## config.mk

```make
export PLATFORM = sky130hd
export DESIGN_NAME = rgbe_scanline_rle_decoder_core
export DESIGN_NICKNAME = d
export VERILOG_FILES = /design/src/design/rgbe_rle_pkg.sv /design/src/design/rgbe_rle_step.sv /design/src/design/rgbe_rle_outbuf.sv /design/src/design/rgbe_scanline_rle_decoder_core.sv
export SDC_FILE = /design/constraint.sdc
export NUM_CORES = 1
export LEC_CHECK = 0
export BUFFER_PORTS_ARGS = -buffer_cell sky130_fd_sc_hd__clkbuf_2
export CAP_MARGIN = 20
export CORE_UTILIZATION = 38
export CTS_CLUSTER_DIAMETER = 150
export DETAILED_ROUTE_END_ITERATION = 6
export GPL_ROUTABILITY_DRIVEN = 0
export HOLD_SLACK_MARGIN = 0.1
export REMOVE_ABC_BUFFERS = 1
export SLEW_MARGIN = 10
export SYNTH_ARGS = -nofsm -noshare
export SYNTH_HDL_FRONTEND = slang
export SYNTH_HIERARCHICAL = 1
export SYNTH_SLANG_ARGS = --single-unit
```

## constraint.sdc

```tcl
create_clock -name clk -period 20.5 [get_ports clk]
set_input_delay 2.05 -clock clk [delete_from_list [all_inputs] [get_ports clk]]
set_output_delay 2.05 -clock clk [all_outputs]
set_load 0.05 [all_outputs]
```

## src/design/rgbe_rle_pkg.sv

```systemverilog
package rgbe_rle_pkg;

  localparam int POS_BITS_DEF = 16;

  localparam int WIDTH_BITS = 16;
  localparam int BYTE_BITS = 8;

  // line width range for the per-channel scheme
  localparam logic [WIDTH_BITS-1:0] NEW_MIN_WIDTH = 16'd8;
  localparam logic [WIDTH_BITS-1:0] NEW_MAX_WIDTH = 16'h7fff;
  localparam logic [BYTE_BITS-1:0] RUN_THRESHOLD = 8'd128;
  localparam logic [BYTE_BITS-1:0] MARK_BYTE = 8'd2;
  localparam logic [BYTE_BITS-1:0] REPEAT_BYTE = 8'd1;

  // old scheme repeat shift held as a step count: shift = 8 * step, step 4 = runs forbidden
  localparam logic [2:0] SHIFT_OFF = 3'd4;

  // code byte state of a plane
  localparam logic [8:0] CS_IDLE = 9'h000;
  localparam logic [1:0] CS_RUN_TAG = 2'b10;
  localparam logic [1:0] CS_DRAIN_TAG = 2'b11;

  localparam logic REQ_DATA = 1'b0;
  localparam logic REQ_END = 1'b1;

  localparam logic [1:0] ERR_NONE = 2'd0;
  localparam logic [1:0] ERR_OVERRUN = 2'd1;
  localparam logic [1:0] ERR_RUN = 2'd2;
  localparam logic [1:0] ERR_TRUNC = 2'd3;

  localparam logic [2:0] LANE_BLUE = 3'd0;
  localparam logic [2:0] LANE_GREEN = 3'd1;
  localparam logic [2:0] LANE_RED = 3'd2;
  localparam logic [2:0] LANE_EXP = 3'd3;
  localparam logic [2:0] LANE_ALL = 3'd4;

  typedef enum logic [3:0] {
    MODE_START = 4'b0001,
    MODE_HEAD  = 4'b0010,
    MODE_OLD   = 4'b0100,
    MODE_NEW   = 4'b1000
  } mode_t;

  typedef struct packed {
    mode_t       mode;
    logic [1:0]  phase;
    logic [23:0] held;
    logic [31:0] prev;
    logic [2:0]  shift_step;
    logic [1:0]  plane;
    logic [8:0]  code;
    logic        sticky;
  } dec_state_t;

  localparam dec_state_t STATE_RESET = '{
    mode: MODE_START,
    phase: 2'd0,
    held: 24'd0,
    prev: 32'd0,
    shift_step: SHIFT_OFF,
    plane: 2'd0,
    code: CS_IDLE,
    sticky: 1'b0
  };

  typedef struct packed {
    logic [15:0] start_pixel;
    logic [15:0] run_length;
    logic [2:0]  lane;
    logic [7:0]  blue_byte;
    logic [7:0]  green_byte;
    logic [7:0]  red_byte;
    logic [7:0]  exp_byte;
    logic        line_done;
    logic [1:0]  error_code;
  } res_t;

  // planes arrive red, green, blue, exponent
  function automatic logic [2:0] plane_lane(input logic [1:0] plane);
    logic [2:0] lane;
    case (plane)
      2'd0: lane = LANE_RED;
      2'd1: lane = LANE_GREEN;
      2'd2: lane = LANE_BLUE;
      default: lane = LANE_EXP;
    endcase
    return lane;
  endfunction

endpackage

```

## src/design/rgbe_rle_step.sv

```systemverilog
module rgbe_rle_step
  import rgbe_rle_pkg::*;
#(
  parameter int POS_BITS = POS_BITS_DEF
) (
  input  dec_state_t          st,
  input  logic [POS_BITS-1:0] pos,
  input  logic [15:0]         width,
  input  logic                req_type,
  input  logic [7:0]          data_byte,
  output dec_state_t          st_next,
  output logic [POS_BITS-1:0] pos_next,
  output logic                res_valid,
  output res_t                res
);

  localparam int CW = (POS_BITS > WIDTH_BITS) ? POS_BITS : WIDTH_BITS;

  logic [15:0]         room;
  logic [7:0]          hb_r, hb_g, hb_b;
  logic [31:0]         pix;
  logic [15:0]         run_cnt;
  logic                run_over;
  logic [2:0]          new_lane;
  logic                adv_old, adv_new;
  logic [15:0]         adv_n;
  logic [POS_BITS-1:0] pos_sum;
  logic                reach;

  assign room = (CW'(width) > CW'(pos)) ? 16'(CW'(width) - CW'(pos)) : 16'd0;

  assign hb_r = st.held[7:0];
  assign hb_g = st.held[15:8];
  assign hb_b = st.held[23:16];
  assign pix = {data_byte, hb_r, hb_g, hb_b};

  // old scheme run length: count = byte << (8 * step)
  always_comb begin
    case (st.shift_step)
      3'd0: run_cnt = {8'd0, data_byte};
      3'd1: run_cnt = {data_byte, 8'd0};
      default: run_cnt = 16'd0;
    endcase
  end
  assign run_over = (st.shift_step >= 3'd2 && data_byte != 8'd0) || (run_cnt > room);

  assign new_lane = plane_lane(st.plane);

  always_comb begin
    st_next = st;
    pos_next = pos;
    res_valid = 1'b0;
    res = '0;
    adv_old = 1'b0;
    adv_new = 1'b0;
    adv_n = 16'd0;
    pos_sum = pos;
    reach = 1'b0;

    if (st.sticky) begin
      // silent until reset
    end else if (req_type == REQ_END) begin
      if (st.mode != MODE_START) begin
        res_valid = 1'b1;
        res.error_code = ERR_TRUNC;
        st_next.sticky = 1'b1;
      end
    end else begin
      case (st.mode)
        MODE_START: begin
          if (width >= NEW_MIN_WIDTH && width <= NEW_MAX_WIDTH && data_byte == MARK_BYTE) begin
            st_next.mode = MODE_HEAD;
          end else begin
            st_next.mode = MODE_OLD;
            st_next.shift_step = SHIFT_OFF;
          end
          st_next.held = {16'd0, data_byte};
          st_next.phase = 2'd1;
        end

        MODE_HEAD, MODE_OLD: begin
          if (st.phase != 2'd3) begin
            st_next.held = st.held | (24'(data_byte) << {st.phase, 3'b000});
            st_next.phase = st.phase + 2'd1;
          end else if (st.mode == MODE_HEAD && hb_g == MARK_BYTE && !hb_b[7]) begin
            st_next.mode = MODE_NEW;
            st_next.phase = 2'd0;
            st_next.held = 24'd0;
            st_next.plane = 2'd0;
            st_next.code = CS_IDLE;
            pos_next = '0;
          end else if (st.mode == MODE_OLD && hb_r == REPEAT_BYTE && hb_g == REPEAT_BYTE
                       && hb_b == REPEAT_BYTE) begin
            if (st.shift_step == SHIFT_OFF) begin
              res_valid = 1'b1;
              res.error_code = ERR_RUN;
              st_next.sticky = 1'b1;
            end else if (run_over) begin
              res_valid = 1'b1;
              res.error_code = ERR_OVERRUN;
              st_next.sticky = 1'b1;
            end else begin
              st_next.shift_step = st.shift_step + 3'd1;
              adv_old = 1'b1;
              adv_n = run_cnt;
              // zero-length run still moves the shift but writes nothing
              if (run_cnt != 16'd0) begin
                res_valid = 1'b1;
                res.start_pixel = 16'(pos);
                res.run_length = run_cnt;
                res.lane = LANE_ALL;
                {res.exp_byte, res.red_byte, res.green_byte, res.blue_byte} = st.prev;
              end
            end
          end else begin
            if (room == 16'd0) begin
              res_valid = 1'b1;
              res.error_code = ERR_OVERRUN;
              st_next.sticky = 1'b1;
            end else begin
              st_next.prev = pix;
              st_next.shift_step = 3'd0;
              adv_old = 1'b1;
              adv_n = 16'd1;
              res_valid = 1'b1;
              res.start_pixel = 16'(pos);
              res.run_length = 16'd1;
              res.lane = LANE_ALL;
              {res.exp_byte, res.red_byte, res.green_byte, res.blue_byte} = pix;
            end
          end
        end

        MODE_NEW: begin
          if (st.code == CS_IDLE) begin
            if (data_byte > RUN_THRESHOLD) begin
              st_next.code = {CS_RUN_TAG, data_byte[6:0]};
            end else if (16'(data_byte) > room) begin
              // literal does not fit: swallow its bytes, fail on the last
              st_next.code = {CS_DRAIN_TAG, 7'(data_byte - 8'd1)};
            end else begin
              st_next.code = {1'b0, data_byte};
            end
          end else if (st.code[8:7] == CS_DRAIN_TAG) begin
            if (st.code[6:0] == 7'd0) begin
              res_valid = 1'b1;
              res.error_code = ERR_OVERRUN;
              st_next.sticky = 1'b1;
            end else begin
              st_next.code = st.code - 9'd1;
            end
          end else if (st.code[8]) begin
            st_next.code = CS_IDLE;
            if (16'(st.code[6:0]) > room) begin
              res_valid = 1'b1;
              res.error_code = ERR_OVERRUN;
              st_next.sticky = 1'b1;
            end else begin
              adv_new = 1'b1;
              adv_n = 16'(st.code[6:0]);
              res_valid = 1'b1;
              res.start_pixel = 16'(pos);
              res.run_length = 16'(st.code[6:0]);
              res.lane = new_lane;
            end
          end else begin
            if (room == 16'd0) begin
              res_valid = 1'b1;
              res.error_code = ERR_OVERRUN;
              st_next.sticky = 1'b1;
            end else begin
              st_next.code = st.code - 9'd1;
              adv_new = 1'b1;
              adv_n = 16'd1;
              res_valid = 1'b1;
              res.start_pixel = 16'(pos);
              res.run_length = 16'd1;
              res.lane = new_lane;
            end
          end
          if (adv_new) begin
            res.blue_byte = (new_lane == LANE_BLUE) ? data_byte : 8'd0;
            res.green_byte = (new_lane == LANE_GREEN) ? data_byte : 8'd0;
            res.red_byte = (new_lane == LANE_RED) ? data_byte : 8'd0;
            res.exp_byte = (new_lane == LANE_EXP) ? data_byte : 8'd0;
          end
        end

        default: begin
          st_next = st;
        end
      endcase

      pos_sum = POS_BITS'(CW'(pos) + CW'(adv_n));
      reach = CW'(pos_sum) >= CW'(width);

      // position update, end of plane and end of line
      if (adv_old) begin
        pos_next = pos_sum;
        st_next.phase = 2'd0;
        st_next.held = 24'd0;
        st_next.mode = MODE_OLD;
      end
      if (adv_new) begin
        pos_next = pos_sum;
        if (reach && st.plane != 2'd3) begin
          st_next.plane = st.plane + 2'd1;
          st_next.code = CS_IDLE;
          pos_next = '0;
        end
      end
      if ((adv_old || (adv_new && st.plane == 2'd3)) && reach) begin
        st_next.mode = MODE_START;
        st_next.phase = 2'd0;
        st_next.held = 24'd0;
        st_next.shift_step = SHIFT_OFF;
        st_next.plane = 2'd0;
        st_next.code = CS_IDLE;
        pos_next = '0;
        res.line_done = res_valid;
      end
    end
  end

endmodule

```

## src/design/rgbe_rle_outbuf.sv

```systemverilog
module rgbe_rle_outbuf
  import rgbe_rle_pkg::*;
(
  input  logic clk,
  input  logic rst,
  input  logic push,
  input  res_t push_data,
  output logic space,
  output logic out_valid,
  input  logic out_ready,
  output res_t out_data
);

  logic take;
  logic skid_valid;
  res_t skid_data;

  assign take = out_valid & out_ready;
  // push is never asserted while the skid stage holds a word
  assign space = !skid_valid;

  always_ff @(posedge clk) begin
    if (rst) begin
      out_valid <= 1'b0;
      skid_valid <= 1'b0;
    end else if (!out_valid || take) begin
      if (skid_valid) begin
        out_valid <= 1'b1;
        skid_valid <= 1'b0;
      end else begin
        out_valid <= push;
      end
    end else if (push) begin
      skid_valid <= 1'b1;
    end
  end

  always_ff @(posedge clk) begin
    if (!out_valid || take) begin
      if (skid_valid) begin
        out_data <= skid_data;
      end else if (push) begin
        out_data <= push_data;
      end
    end else if (push) begin
      skid_data <= push_data;
    end
  end

endmodule

```

## src/design/rgbe_scanline_rle_decoder_core.sv

```systemverilog
// RGBE scanline run-length decoder.
// s_* carries the encoded pixel data of a scanline sequence, one byte per word;
// s_tuser = 1 marks end of data instead of a byte. m_* carries write descriptors
// for a line buffer: start pixel, run length, lane and byte values, with m_tlast
// on the write that completes a scanline and a nonzero error code on a failure.
// An error word is the last word until reset.
// cfg_wr_en/cfg_wr_data set the line width; write it only while the block is idle.
// Throughput: one byte per cycle while s_tready is high, every byte handled by a single decode step.
// A write descriptor is registered in the output register, or in the skid word while that one is held, before m_tvalid.
// The output register plus one skid word let input continue while the receiver
// stalls; s_tready falls only once both hold a word, and returns the cycle after
// the receiver takes one.
// Reset (rst, synchronous) clears all decode state, drops buffered words and sets
// the line width to 1.
module rgbe_scanline_rle_decoder_core
  import rgbe_rle_pkg::*;
#(
  parameter int POS_BITS = POS_BITS_DEF
) (
  input  logic        clk,
  input  logic        rst,
  input  logic        cfg_wr_en,
  input  logic [15:0] cfg_wr_data, // line_width
  input  logic        s_tvalid,
  output logic        s_tready,
  input  logic [7:0]  s_tdata,     // data_byte
  input  logic        s_tuser,     // req_type
  output logic        m_tvalid,
  input  logic        m_tready,
  output logic [63:0] m_tdata,     // start_pixel, run_length, blue, green, red, exp
  output logic [4:0]  m_tuser,     // lane, error_code
  output logic        m_tlast      // line_done
);

  logic [15:0]         line_width;
  dec_state_t          st, st_next;
  logic [POS_BITS-1:0] pixel_pos, pixel_pos_next;
  logic                accept;
  logic                res_valid;
  res_t                res, out_res;

  assign accept = s_tvalid & s_tready;

  rgbe_rle_step #(
    .POS_BITS(POS_BITS)
  ) u_step (
    .st        (st),
    .pos       (pixel_pos),
    .width     (line_width),
    .req_type  (s_tuser),
    .data_byte (s_tdata),
    .st_next   (st_next),
    .pos_next  (pixel_pos_next),
    .res_valid (res_valid),
    .res       (res)
  );

  always_ff @(posedge clk) begin
    if (rst) begin
      line_width <= 16'd1;
    end else if (cfg_wr_en) begin
      line_width <= cfg_wr_data;
    end
  end

  always_ff @(posedge clk) begin
    if (rst) begin
      st <= STATE_RESET;
      pixel_pos <= '0;
    end else if (accept) begin
      st <= st_next;
      pixel_pos <= pixel_pos_next;
    end
  end

  rgbe_rle_outbuf u_outbuf (
    .clk       (clk),
    .rst       (rst),
    .push      (accept & res_valid),
    .push_data (res),
    .space     (s_tready),
    .out_valid (m_tvalid),
    .out_ready (m_tready),
    .out_data  (out_res)
  );

  assign m_tdata = {out_res.exp_byte, out_res.red_byte, out_res.green_byte,
                    out_res.blue_byte, out_res.run_length, out_res.start_pixel};
  assign m_tuser = {out_res.error_code, out_res.lane};
  assign m_tlast = out_res.line_done;

endmodule

```

==> flow_metrics.tcl <==
set metrics [dict create \
    status "finished clean" \
    synth_compound_area_frac 0.236 \
    ys_types 83 \
    cellLeakagePower_uw 0.00666 \
    wl_per_cell_um 19.7 \
    cts_sinks 251 \
    fin_setup_tns_ps 0 \
    die_w_um 212 \
    antenna_found_initial 0 \
    power_switching_share 0.290 \
    finalHoldViolations 0 \
    ys_seq_area_frac 0.382 \
    portBuffers 101 \
    power_switching_uw 342 \
    synth_top_area_share 0.250 \
    multiInputGateArea_sq_um 9400 \
    drv_slew 0 \
    worst_setup_path_end_kind "register" \
    worst_path_most_repeated_cell "a21o_1" \
    cp_slowest_stage_delay_ps 770 \
    crit_type "reg -> reg" \
    dp.cells 2261 \
    fin_nets 1829 \
    cts_resized 0 \
    vias_per_cell 5.75 \
    synth.area.mux_share 0.0949 \
    initialDrtViolationCount 1210 \
    grtUsageTotal 0.199 \
    synth-xor-area-share 0.0167 \
    ys_seq_elements 251 \
    firstDrtPassIters 5 \
    hpwl_mm 31.3 \
    drive_above_1_share 0.214 \
    io_pins 102 \
    rsz0062_at_grt "false" \
    clk_pin_slew_worst_paths_ps 70 \
    die-height_um 212 \
    synthesis.area_sq_um 16800 \
    antenna_cells 0 \
    power_frac_comb 0.157 \
    die_area_sq_um 45100 \
    fin_crit_ps 9700 \
    synth.most_common_cell "edfxtp_1" \
    area_growth_pct 8.74 \
    ys_dominant_reg_cell "edfxtp_1" \
    hold_path_class "reg -> reg" \
    clockBufferDepth 3 \
    yosysWarnings 6 \
    cp_max_fo 23 \
    max_freq_mhz 103 \
    p_int_uw 839 \
    yosys-top-cells-count "edfxtp_1 (140), nand3_1 (116), dfxtp_1 (111)" \
    synth_area_leaders "edfxtp_1 (25%), dfxtp_1 (13%), ha_1 (6.8%), mux2_4 (6.1%), a22o_1 (3.7%)" \
    placementRows 76 \
    ir_drop_mv 0.0459 \
    overflow 0 \
    min_period_over_period 0.473 \
    grt_max_degree 100 \
    cts_hold_buf 0 \
    synth_top_cell_by_area "edfxtp_1" \
    htreeDepth 1 \
    start_util 0.388 \
    worst_path_dominant_cell_family "compound AO/OA/AOI/OAI gates" \
    num_vias 13291 \
    post_cts_buffers 0 \
    synth_top_family_by_area "compound AO/OA/AOI/OAI gates" \
    max_slew_margin 0.281 \
    cp-start-kind "register" \
    arrival_ps 10160 \
    cts_inserted_buffers 27 \
    clkPwrFrac 0.379 \
    path_buf_inv 2 \
    nFillCells 4198 \
    grt_pass1_vias 12160 \
    clk_latency_ps 560 \
    grt_pass1_wl_mm 71.3 \
    wirelength_mm 45.6 \
    synthSimpleGateAreaFrac 0.141 \
    drv_cap 0 \
    syn_avg_cell_area_sq_um 10.1 \
    cp.required_ps 20960 \
    cts_tree "done" \
    finalSetupViolations 0 \
    pwr-share-seq 0.464 \
    worst_pin_slew_ps 1080 \
    finalClockSkew_ps 25.4 \
    drc 0 \
    synthAdderAreaFrac 0.0701 \
    powerDensity_nw_per_um2 64.6 \
    cts_root_buffer "clkbuf_16" \
    cpMaxStageDelayCell "nor4b_1" \
    regArea_sq_um 6430 \
    power.total_uw 1180 \
    antenna_left 0 \
    coreArea_sq_um 43400 \
    instances_no_fill 2311 \
    async_flop_share 0 \
    synth_edf_count 140 \
    netlist_instances 1671 \
]
==> logic make-up after synthesis <==
| family | after synthesis |
|---|---|
| buf+inv | 184 |
| xor+xnor | 32 |
| fa+ha+maj | 93 |
| compound gates | 516 |
| mux | 121 |
| flops | 251 |
| simple gates | 474 |
==> worst reg2reg max path, delay by kind of cell (launching register included) <==
kind,cells,cell delay (ps)
flops,1,410
compound gates,25,5250
simple gates,7,1700
fa+ha+maj,5,1620
xor+xnor,1,260
buf+inv,2,410
==> state kept, by name, summed over array words and instances, names as in the netlist <==
signal               flops
pixel_pos               16
line_width              16
u_outbuf/out_valid       1
u_outbuf/skid_data      70
u_outbuf/skid_valid      1
u_outbuf/out_data       70
st                      77
==> through the flow <==
step	util	setup slack, ps	area (sq um)	hold slack [ps]
5_1_grt	0.422	10060	18300	558
2_1_floorplan	-	10800	16100	490
3_3_place_gp	0.403	10870	17500	526
4_1_cts	0.421	10960	18300	531
3_5_place_dp	0.403	10770	17500	534
6_report	0.422	10800	18300	543
==> power by group through the flow <==
stage / clock network [uW] / registers [uW] / logic [uW]
after floorplan: 0 / 583 / 94.7
after global placement: 0 / 559 / 179
after detailed placement: 0 / 560 / 181
after CTS: 459 / 549 / 182
after global routing: 480 / 550 / 200
final: 447 / 549 / 185
==> cell usage in the layout (no fill, tap or decap), drive strengths merged, types with 91 or more instances in the layout <==
master,n
ha,91
edfxtp,140
a21bo,91
dfxtp,111
mux2,103
nand3,116
nor2,109
a21oi,149
nand2,91
clkbuf,133
==> final cells by class <==
| type | count | share of cell area |
|---|---|---|
| flip-flops and latches | 251 | 0.352 |
| clock buffers | 34 | 0.0384 |
| clock inverters | 15 | 0.00459 |
| repair buffers | 123 | 0.0368 |
| inverters | 67 | 0.0139 |
| well taps | 585 | 0.0400 |
| multi-input cells | 1236 | 0.514 |
==> path summary, 6_finish.rpt <==
kind | endpoint | startpoint | depth (start not counted) | slack [ps]
worst max-delay path | st[57] | pixel_pos[0] | 40 | 10800
worst min-delay path | u_outbuf/skid_valid | u_outbuf/out_valid | 2 | 540
worst max register to register | st[57] | pixel_pos[0] | 40 | 10800
worst min register to register | u_outbuf/skid_valid | u_outbuf/out_valid | 2 | 540
==> per-layer routing <==
metal	vias up	GRT usage	part of all wire
met5	-	0	0
met4	0	0.0456	0.018
met3	60	0.0225	0.067
met2	475	0.302	0.44
met1	6450	0.301	0.48
li1	6306	-	-
No activity file was read; power rests on OpenSTA's default activity.
